<file path="src/design/hslrgb_pkg.sv">
// Shared constants for the HSL to RGB converter.
// No dependencies; imported by every module of the block.
package hslrgb_pkg;

    localparam int FRAC_BITS_DEF = 16;
    localparam int SECTOR_W      = 3;

    // Hue sectors, one per sixth of a turn; a hue of exactly one is in none
    localparam logic [SECTOR_W-1:0] SEC_RED_YEL  = 3'd0;
    localparam logic [SECTOR_W-1:0] SEC_YEL_GRN  = 3'd1;
    localparam logic [SECTOR_W-1:0] SEC_GRN_CYN  = 3'd2;
    localparam logic [SECTOR_W-1:0] SEC_CYN_BLU  = 3'd3;
    localparam logic [SECTOR_W-1:0] SEC_BLU_MAG  = 3'd4;
    localparam logic [SECTOR_W-1:0] SEC_MAG_RED  = 3'd5;

endpackage

</file>
<file path="src/design/hslrgb_front.sv">
// First pipeline stage: input clamping, lightness span, hue sector split and x weight.
// Depends on hslrgb_pkg.
module hslrgb_front #(
    parameter int FRAC_BITS = hslrgb_pkg::FRAC_BITS_DEF
) (
    input  logic                              clk,
    input  logic                              rst_n,
    input  logic                              in_valid,
    input  logic [FRAC_BITS:0]                hue,
    input  logic [FRAC_BITS:0]                saturation,
    input  logic [FRAC_BITS:0]                lightness,
    output logic                              s1_valid,
    output logic [FRAC_BITS:0]                s1_span,
    output logic [FRAC_BITS:0]                s1_sat,
    output logic [FRAC_BITS:0]                s1_light,
    output logic [FRAC_BITS:0]                s1_hx,
    output logic [hslrgb_pkg::SECTOR_W-1:0]   s1_sector
);
    import hslrgb_pkg::*;

    localparam int W = FRAC_BITS + 1;
    localparam logic [W-1:0] ONE = {1'b1, {FRAC_BITS{1'b0}}};

    logic [W-1:0]        h_c, s_c, l_c;
    logic [W:0]          l2, l2_dist;
    logic [W-1:0]        span_next;
    logic [W+1:0]        hp;
    logic [W-1:0]        wrapped, w_dist, hx_next;

    logic                valid_reg;
    logic [W-1:0]        span_reg, sat_reg, light_reg, hx_reg;
    logic [SECTOR_W-1:0] sector_reg;

    always_comb
    begin
        h_c = (hue > ONE) ? ONE : hue;
        s_c = (saturation > ONE) ? ONE : saturation;
        l_c = (lightness > ONE) ? ONE : lightness;

        l2        = {l_c, 1'b0};
        l2_dist   = (l2 > {1'b0, ONE}) ? (l2 - {1'b0, ONE}) : ({1'b0, ONE} - l2);
        span_next = ONE - l2_dist[W-1:0];

        // 6h = 4h + 2h
        hp      = {h_c, 2'b00} + {1'b0, h_c, 1'b0};
        wrapped = hp[W-1:0];
        w_dist  = (wrapped > ONE) ? (wrapped - ONE) : (ONE - wrapped);
        hx_next = ONE - w_dist;
    end

    always_ff @(posedge clk or negedge rst_n)
    begin
        if (!rst_n)
        begin
            valid_reg <= 1'b0;
        end
        else
        begin
            valid_reg <= in_valid;
        end
    end

    always_ff @(posedge clk)
    begin
        span_reg   <= span_next;
        sat_reg    <= s_c;
        light_reg  <= l_c;
        hx_reg     <= hx_next;
        sector_reg <= hp[W+1:FRAC_BITS];
    end

    assign s1_valid  = valid_reg;
    assign s1_span   = span_reg;
    assign s1_sat    = sat_reg;
    assign s1_light  = light_reg;
    assign s1_hx     = hx_reg;
    assign s1_sector = sector_reg;

endmodule

</file>
<file path="src/design/hslrgb_mul.sv">
// Second and third pipeline stages: chroma product, then x product and offset.
// Depends on hslrgb_pkg.
module hslrgb_mul #(
    parameter int FRAC_BITS = hslrgb_pkg::FRAC_BITS_DEF
) (
    input  logic                              clk,
    input  logic                              rst_n,
    input  logic                              s1_valid,
    input  logic [FRAC_BITS:0]                s1_span,
    input  logic [FRAC_BITS:0]                s1_sat,
    input  logic [FRAC_BITS:0]                s1_light,
    input  logic [FRAC_BITS:0]                s1_hx,
    input  logic [hslrgb_pkg::SECTOR_W-1:0]   s1_sector,
    output logic                              s3_valid,
    output logic [FRAC_BITS:0]                s3_chroma,
    output logic [FRAC_BITS:0]                s3_x,
    output logic [FRAC_BITS:0]                s3_offset,
    output logic [hslrgb_pkg::SECTOR_W-1:0]   s3_sector
);
    import hslrgb_pkg::*;

    localparam int W = FRAC_BITS + 1;

    logic [2*W-1:0]      c_prod;
    logic [2*W-1:0]      x_prod;

    logic                v2_reg;
    logic [W-1:0]        c2_reg, light2_reg, hx2_reg;
    logic [SECTOR_W-1:0] sector2_reg;

    logic                v3_reg;
    logic [W-1:0]        c3_reg, x3_reg, m3_reg;
    logic [SECTOR_W-1:0] sector3_reg;

    assign c_prod = s1_span * s1_sat;
    assign x_prod = c2_reg * hx2_reg;

    always_ff @(posedge clk or negedge rst_n)
    begin
        if (!rst_n)
        begin
            v2_reg <= 1'b0;
            v3_reg <= 1'b0;
        end
        else
        begin
            v2_reg <= s1_valid;
            v3_reg <= v2_reg;
        end
    end

    always_ff @(posedge clk)
    begin
        // chroma never exceeds one, so W bits above the fraction hold it
        c2_reg      <= c_prod[FRAC_BITS+W-1:FRAC_BITS];
        light2_reg  <= s1_light;
        hx2_reg     <= s1_hx;
        sector2_reg <= s1_sector;

        c3_reg      <= c2_reg;
        x3_reg      <= x_prod[FRAC_BITS+W-1:FRAC_BITS];
        m3_reg      <= light2_reg - {1'b0, c2_reg[W-1:1]};
        sector3_reg <= sector2_reg;
    end

    assign s3_valid  = v3_reg;
    assign s3_chroma = c3_reg;
    assign s3_x      = x3_reg;
    assign s3_offset = m3_reg;
    assign s3_sector = sector3_reg;

endmodule

</file>
<file path="src/design/hslrgb_mix.sv">
// Last pipeline stage: adds the offset and places channels by hue sector.
// Depends on hslrgb_pkg.
module hslrgb_mix #(
    parameter int FRAC_BITS = hslrgb_pkg::FRAC_BITS_DEF
) (
    input  logic                              clk,
    input  logic                              rst_n,
    input  logic                              s3_valid,
    input  logic [FRAC_BITS:0]                s3_chroma,
    input  logic [FRAC_BITS:0]                s3_x,
    input  logic [FRAC_BITS:0]                s3_offset,
    input  logic [hslrgb_pkg::SECTOR_W-1:0]   s3_sector,
    output logic                              done,
    output logic [FRAC_BITS:0]                red,
    output logic [FRAC_BITS:0]                green,
    output logic [FRAC_BITS:0]                blue
);
    import hslrgb_pkg::*;

    localparam int W = FRAC_BITS + 1;

    logic [W-1:0] cm, xm, m;
    logic [W-1:0] r_next, g_next, b_next;
    logic         done_reg;
    logic [W-1:0] red_reg, green_reg, blue_reg;

    always_comb
    begin
        cm = s3_chroma + s3_offset;
        xm = s3_x + s3_offset;
        m  = s3_offset;
        unique case (s3_sector)
            SEC_RED_YEL: begin r_next = cm; g_next = xm; b_next = m;  end
            SEC_YEL_GRN: begin r_next = xm; g_next = cm; b_next = m;  end
            SEC_GRN_CYN: begin r_next = m;  g_next = cm; b_next = xm; end
            SEC_CYN_BLU: begin r_next = m;  g_next = xm; b_next = cm; end
            SEC_BLU_MAG: begin r_next = xm; g_next = m;  b_next = cm; end
            SEC_MAG_RED: begin r_next = cm; g_next = m;  b_next = xm; end
            default:     begin r_next = m;  g_next = m;  b_next = m;  end
        endcase
    end

    always_ff @(posedge clk or negedge rst_n)
    begin
        if (!rst_n)
        begin
            done_reg <= 1'b0;
        end
        else
        begin
            done_reg <= s3_valid;
        end
    end

    always_ff @(posedge clk)
    begin
        red_reg   <= r_next;
        green_reg <= g_next;
        blue_reg  <= b_next;
    end

    assign done  = done_reg;
    assign red   = red_reg;
    assign green = green_reg;
    assign blue  = blue_reg;

endmodule

</file>
<file path="src/design/hsl_to_rgb_convert.sv">
// HSL to RGB pixel converter, unsigned fixed point with FRAC_BITS fraction bits.
// A start passes the front, the two multiplier and the mix stages in turn before the done strobe.
// Throughput: one item per clock; busy is never raised, the four stages always advance.
// The receiver cannot stall; each result shows for one cycle with done high.
// Reset clears only the stage valid bits; data registers are left as they are.
// Depends on hslrgb_pkg, hslrgb_front, hslrgb_mul and hslrgb_mix.
module hsl_to_rgb_convert #(
    parameter int FRAC_BITS = hslrgb_pkg::FRAC_BITS_DEF
) (
    input  logic                 clk,
    input  logic                 rst_n,
    input  logic                 start,
    output logic                 busy,
    input  logic [FRAC_BITS:0]   hue,
    input  logic [FRAC_BITS:0]   saturation,
    input  logic [FRAC_BITS:0]   lightness,
    output logic                 done,
    output logic [FRAC_BITS:0]   red,
    output logic [FRAC_BITS:0]   green,
    output logic [FRAC_BITS:0]   blue
);
    import hslrgb_pkg::*;

    localparam int W = FRAC_BITS + 1;

    logic                s1_valid;
    logic [W-1:0]        s1_span, s1_sat, s1_light, s1_hx;
    logic [SECTOR_W-1:0] s1_sector;

    logic                s3_valid;
    logic [W-1:0]        s3_chroma, s3_x, s3_offset;
    logic [SECTOR_W-1:0] s3_sector;

    assign busy = 1'b0;

    hslrgb_front #(.FRAC_BITS(FRAC_BITS)) u_front (
        .clk        (clk),
        .rst_n      (rst_n),
        .in_valid   (start & ~busy),
        .hue        (hue),
        .saturation (saturation),
        .lightness  (lightness),
        .s1_valid   (s1_valid),
        .s1_span    (s1_span),
        .s1_sat     (s1_sat),
        .s1_light   (s1_light),
        .s1_hx      (s1_hx),
        .s1_sector  (s1_sector)
    );

    hslrgb_mul #(.FRAC_BITS(FRAC_BITS)) u_mul (
        .clk       (clk),
        .rst_n     (rst_n),
        .s1_valid  (s1_valid),
        .s1_span   (s1_span),
        .s1_sat    (s1_sat),
        .s1_light  (s1_light),
        .s1_hx     (s1_hx),
        .s1_sector (s1_sector),
        .s3_valid  (s3_valid),
        .s3_chroma (s3_chroma),
        .s3_x      (s3_x),
        .s3_offset (s3_offset),
        .s3_sector (s3_sector)
    );

    hslrgb_mix #(.FRAC_BITS(FRAC_BITS)) u_mix (
        .clk       (clk),
        .rst_n     (rst_n),
        .s3_valid  (s3_valid),
        .s3_chroma (s3_chroma),
        .s3_x      (s3_x),
        .s3_offset (s3_offset),
        .s3_sector (s3_sector),
        .done      (done),
        .red       (red),
        .green     (green),
        .blue      (blue)
    );

endmodule
</file>
<file path="config.mk">
export PLATFORM = sky130hd
export DESIGN_NAME = hsl_to_rgb_convert
export DESIGN_NICKNAME = d
export VERILOG_FILES = /design/src/design/hslrgb_pkg.sv /design/src/design/hslrgb_front.sv /design/src/design/hslrgb_mul.sv /design/src/design/hslrgb_mix.sv /design/src/design/hsl_to_rgb_convert.sv
export SDC_FILE = /design/constraint.sdc
export NUM_CORES = 2
export LEC_CHECK = 0
export CORE_MARGIN = 2
export CORE_UTILIZATION = 60
export DETAILED_ROUTE_END_ITERATION = 10
export DONT_BUFFER_PORTS = 1
export MAX_ROUTING_LAYER = met4
export PLACE_DENSITY = 0.84
export SLEW_MARGIN = 0
export SYNTH_ARGS = -nofsm -noshare
export SYNTH_HDL_FRONTEND = slang
export SYNTH_SLANG_ARGS = --single-unit
</file>
<file path="constraint.sdc">
create_clock -name clk -period 7 [get_ports clk]
set_input_delay 1.75 -clock clk [delete_from_list [all_inputs] [get_ports clk]]
set_output_delay 1.75 -clock clk [all_outputs]
set_load 0.005 [all_outputs]
</file>
==> reports/metrics.yaml <==
die:
  die_height_um: 220
  coreArea_sq_um: 46400
  num_rows: 79
  die-area_sq_um: 48500
  die_w_um: 220
  boundaryPins: 107
  start_util: 0.606
critical_path:
  cp.required_ns: 7.48
  critPathKind: "reg -> reg"
  rr_endpoint: "u_mul.s3_x[16]"
  crit_slowest_cell: "dfxtp_1"
  startpoint: "u_mul.c2_reg[6]"
  setup.worst_path.start_class: "flop"
  crit_top_cell: "fa_1"
  reg2regPathDepth: 23
  r2r-start: "u_mul.c2_reg[6]"
  reg2reg_slack_ns: 0.32
  crit_buf_inv: 5
  critical-path-max-stage-delay_ns: 0.55
  worstPathArrival_ns: 7.16
  path_cells: "and2_1 > fa_1 > inv_1 > fa_1 > fa_1 > fa_1 > inv_1 > fa_1 > inv_1 > fa_1 > inv_1 > ha_1 > a2111o_1 > a311oi_1 > nor3_1 > o2111a_1 > a31oi_1 > nor2_1 > a2111oi_0 > buf_4 > o21bai_1 > a21oi_1 > xnor2_1"
  critPathMaxFanout: 8
  crit_family: "adder cells"
  cp-end-kind: "flop"
clocking:
  clk_pin_slew_worst_paths_ns: 0.06
  clk_path_buf_depth: 3
  htreeDepth: 1
  cts_tree: "yes"
  clkLatencyLatePin_ns: 0.58
  cts_setup_buffers: 0
  clock-sinks: 230
  clock-root-buffer: "clkbuf_16"
  cts_made_buffers: 25
detailed_routing:
  totalWireLength_um: 62400
  drt_iter0_drc: 1471
  vias: 21100
  dr.pass1.iters: 6
  wl_per_cell_um: 16.7
  ant_nets: 0
  via_per_inst: 5.64
  drc: 0
place:
  hpwl_um: 49800
  gp_congestion: 0.949
  io_buffers: 0
timing:
  slew_headroom: 0.461
  rsz0062_at_grt: "no"
  worst_slew_pin_slew_ns: 0.798
  fmax_ghz: 0.150
  post-route-min-period_ns: 6.68
  finalSetupTns_ns: 0
  finalHoldViolCount: 0
  fin_crit_sh: 0.954
  maxSlewViolCount: 0
  setup_viol: 0
  fin_worst_skew_ns: 0.0277
global_routing:
  grt_pass1_vias: 21300
  track_usage: 0.271
  grt_pass1_wl_um: 103000
  grt_overflow_total: 0
  grt_max_degree: 73
  antenna_found_initial: 1
cells_and_area:
  drive_above_1_share: 0.0456
  layout.nets: 3867
  antenna-diode-count: 0
  syn_to_final_growth_pct: 5.38
synthesis:
  yosys_most_used_dff: "dfxtp_1"
  synth_area_per_cell_sq_um: 8.87
  synth-simple-area-share: 0.173
  ys_seq_elements: 230
  synth_area_sq_um: 28100
  synth_nets: 3914
  synth_compound_area_frac: 0.0952
  synth_fa_ha_area_frac: 0.421
  yosys-top-cells-area: "fa_1 (30%), dfxtp_1 (16%), ha_1 (12%), inv_1 (7.4%), and2_1 (5.9%)"
  yosysMostFrequentCell: "inv_1"
  synth_mux_area_frac: 0.00633
  synth_top_family_by_area: "adder cells"
  synth_top_area_frac: 0.297
  yosys-top-cells-count: "inv_1 (552), fa_1 (416), nand2_1 (370)"
  synth_edf_count: 0
  ys_warn_count: 0
  synthDistinctLibCells: 88
  yosysTopAreaCell: "fa_1"
  async_flop_share: 0.0174
  syn_inst: 3164
  synth_xor_area_frac: 0.0483
  ys_seq_area_frac: 0.165
worst_hold_path:
  hold_class: "reg -> reg"
  hold_depth: 0
  worstHoldStart: "u_front.s1_hx[3]"
  hold_path_end: "u_mul.hx2_reg[3]"
run_status:
  status: "finished clean"
run:
  max-cap-violations: 0
-- worst max-delay path by stage --
stage,to,slack [ns],cells after the start
after floorplan,u_mul.s3_x[16],0.58,23
after CTS,u_mul.s3_x[16],0.19,22
after detailed placement,u_mul.s3_x[16],0.20,22
after global placement,u_mul.s3_x[16],0.38,22
after global routing,u_mul.c2_reg[16],0.0006,23
final,u_mul.s3_x[16],0.32,23
-- cell type report --
type                    count  area [sq um]
multi-input cells        2260         20900
fillers                  3643         16800
flip-flops and latches    230          4640
inverters                 553          2080
well taps                 607           759
clock buffers              29           651
repair buffers             47           353
clock inverters            16           214
-- through the flow --
stage / util / std cells / worst slack, ns / cell area, sq um / hold WS [ns]
2_1_floorplan: - / 3164 / 0.576 / 28100 / 0.310
3_3_place_gp: 0.619 / 3697 / 0.377 / 28700 / 0.310
3_5_place_dp: 0.619 / 3697 / 0.199 / 28700 / 0.312
4_1_cts: 0.638 / 3742 / 0.193 / 29600 / 0.323
5_1_grt: 0.638 / 3742 / 0.000585 / 29600 / 0.321
6_report: 0.638 / 3742 / 0.320 / 29600 / 0.322
-- per-layer routing --
| metal | part of all wire | up-vias | track usage | routed length, um |
|---|---|---|---|---|
| li1 | - | 9867 | - | - |
| met1 | 0.41 | 10300 | 0.339 | 25600 |
| met2 | 0.48 | 796 | 0.447 | 30000 |
| met3 | 0.072 | 159 | 0.0432 | 4520 |
| met4 | 0.036 | 0 | 0.0935 | 2270 |
| met5 | 0 | - | - | 0 |
-- timing repair --
item,in CTS,in global routing
gates resized for setup,0,11
hold endpoints to repair,0,0
endpoints found under the setup margin,0,3
hold buffers,0,0
-- cells in the final DEF, fill, tap and decap left out, types with 13 or more instances in the layout --
cell type / synthesis / routed
a21o_1: 24 / 24
a21oi_1: 113 / 113
a31oi_1: 19 / 19
and2_1: 266 / 266
buf_4: 1 / 47
clkbuf_16: 0 / 25
dfxtp_1: 226 / 214
fa_1: 416 / 416
ha_1: 280 / 280
inv_1: 552 / 552
nand2_1: 370 / 370
nand3_1: 28 / 28
nor2_1: 153 / 153
nor2b_1: 50 / 50
nor3_1: 43 / 43
nor4_1: 15 / 15
o21a_1: 19 / 19
o21ai_0: 72 / 72
o22ai_1: 31 / 31
or3_1: 13 / 13
xnor2_1: 101 / 100
xor2_1: 52 / 52
-- kinds of logic after synthesis --
kind of cell             Yosys count
AND/OR/NAND/NOR                  994
adder cells (fa/ha/maj)          696
buffers and inverters            674
AO/OA/AOI/OAI                    398
flip-flops                       230
XOR/XNOR                         154
multiplexers                      17
other                              1
Power is left out: the tool's default activity adds up to more than one toggle a clock period on the data nets, which glitch-free logic cannot reach.
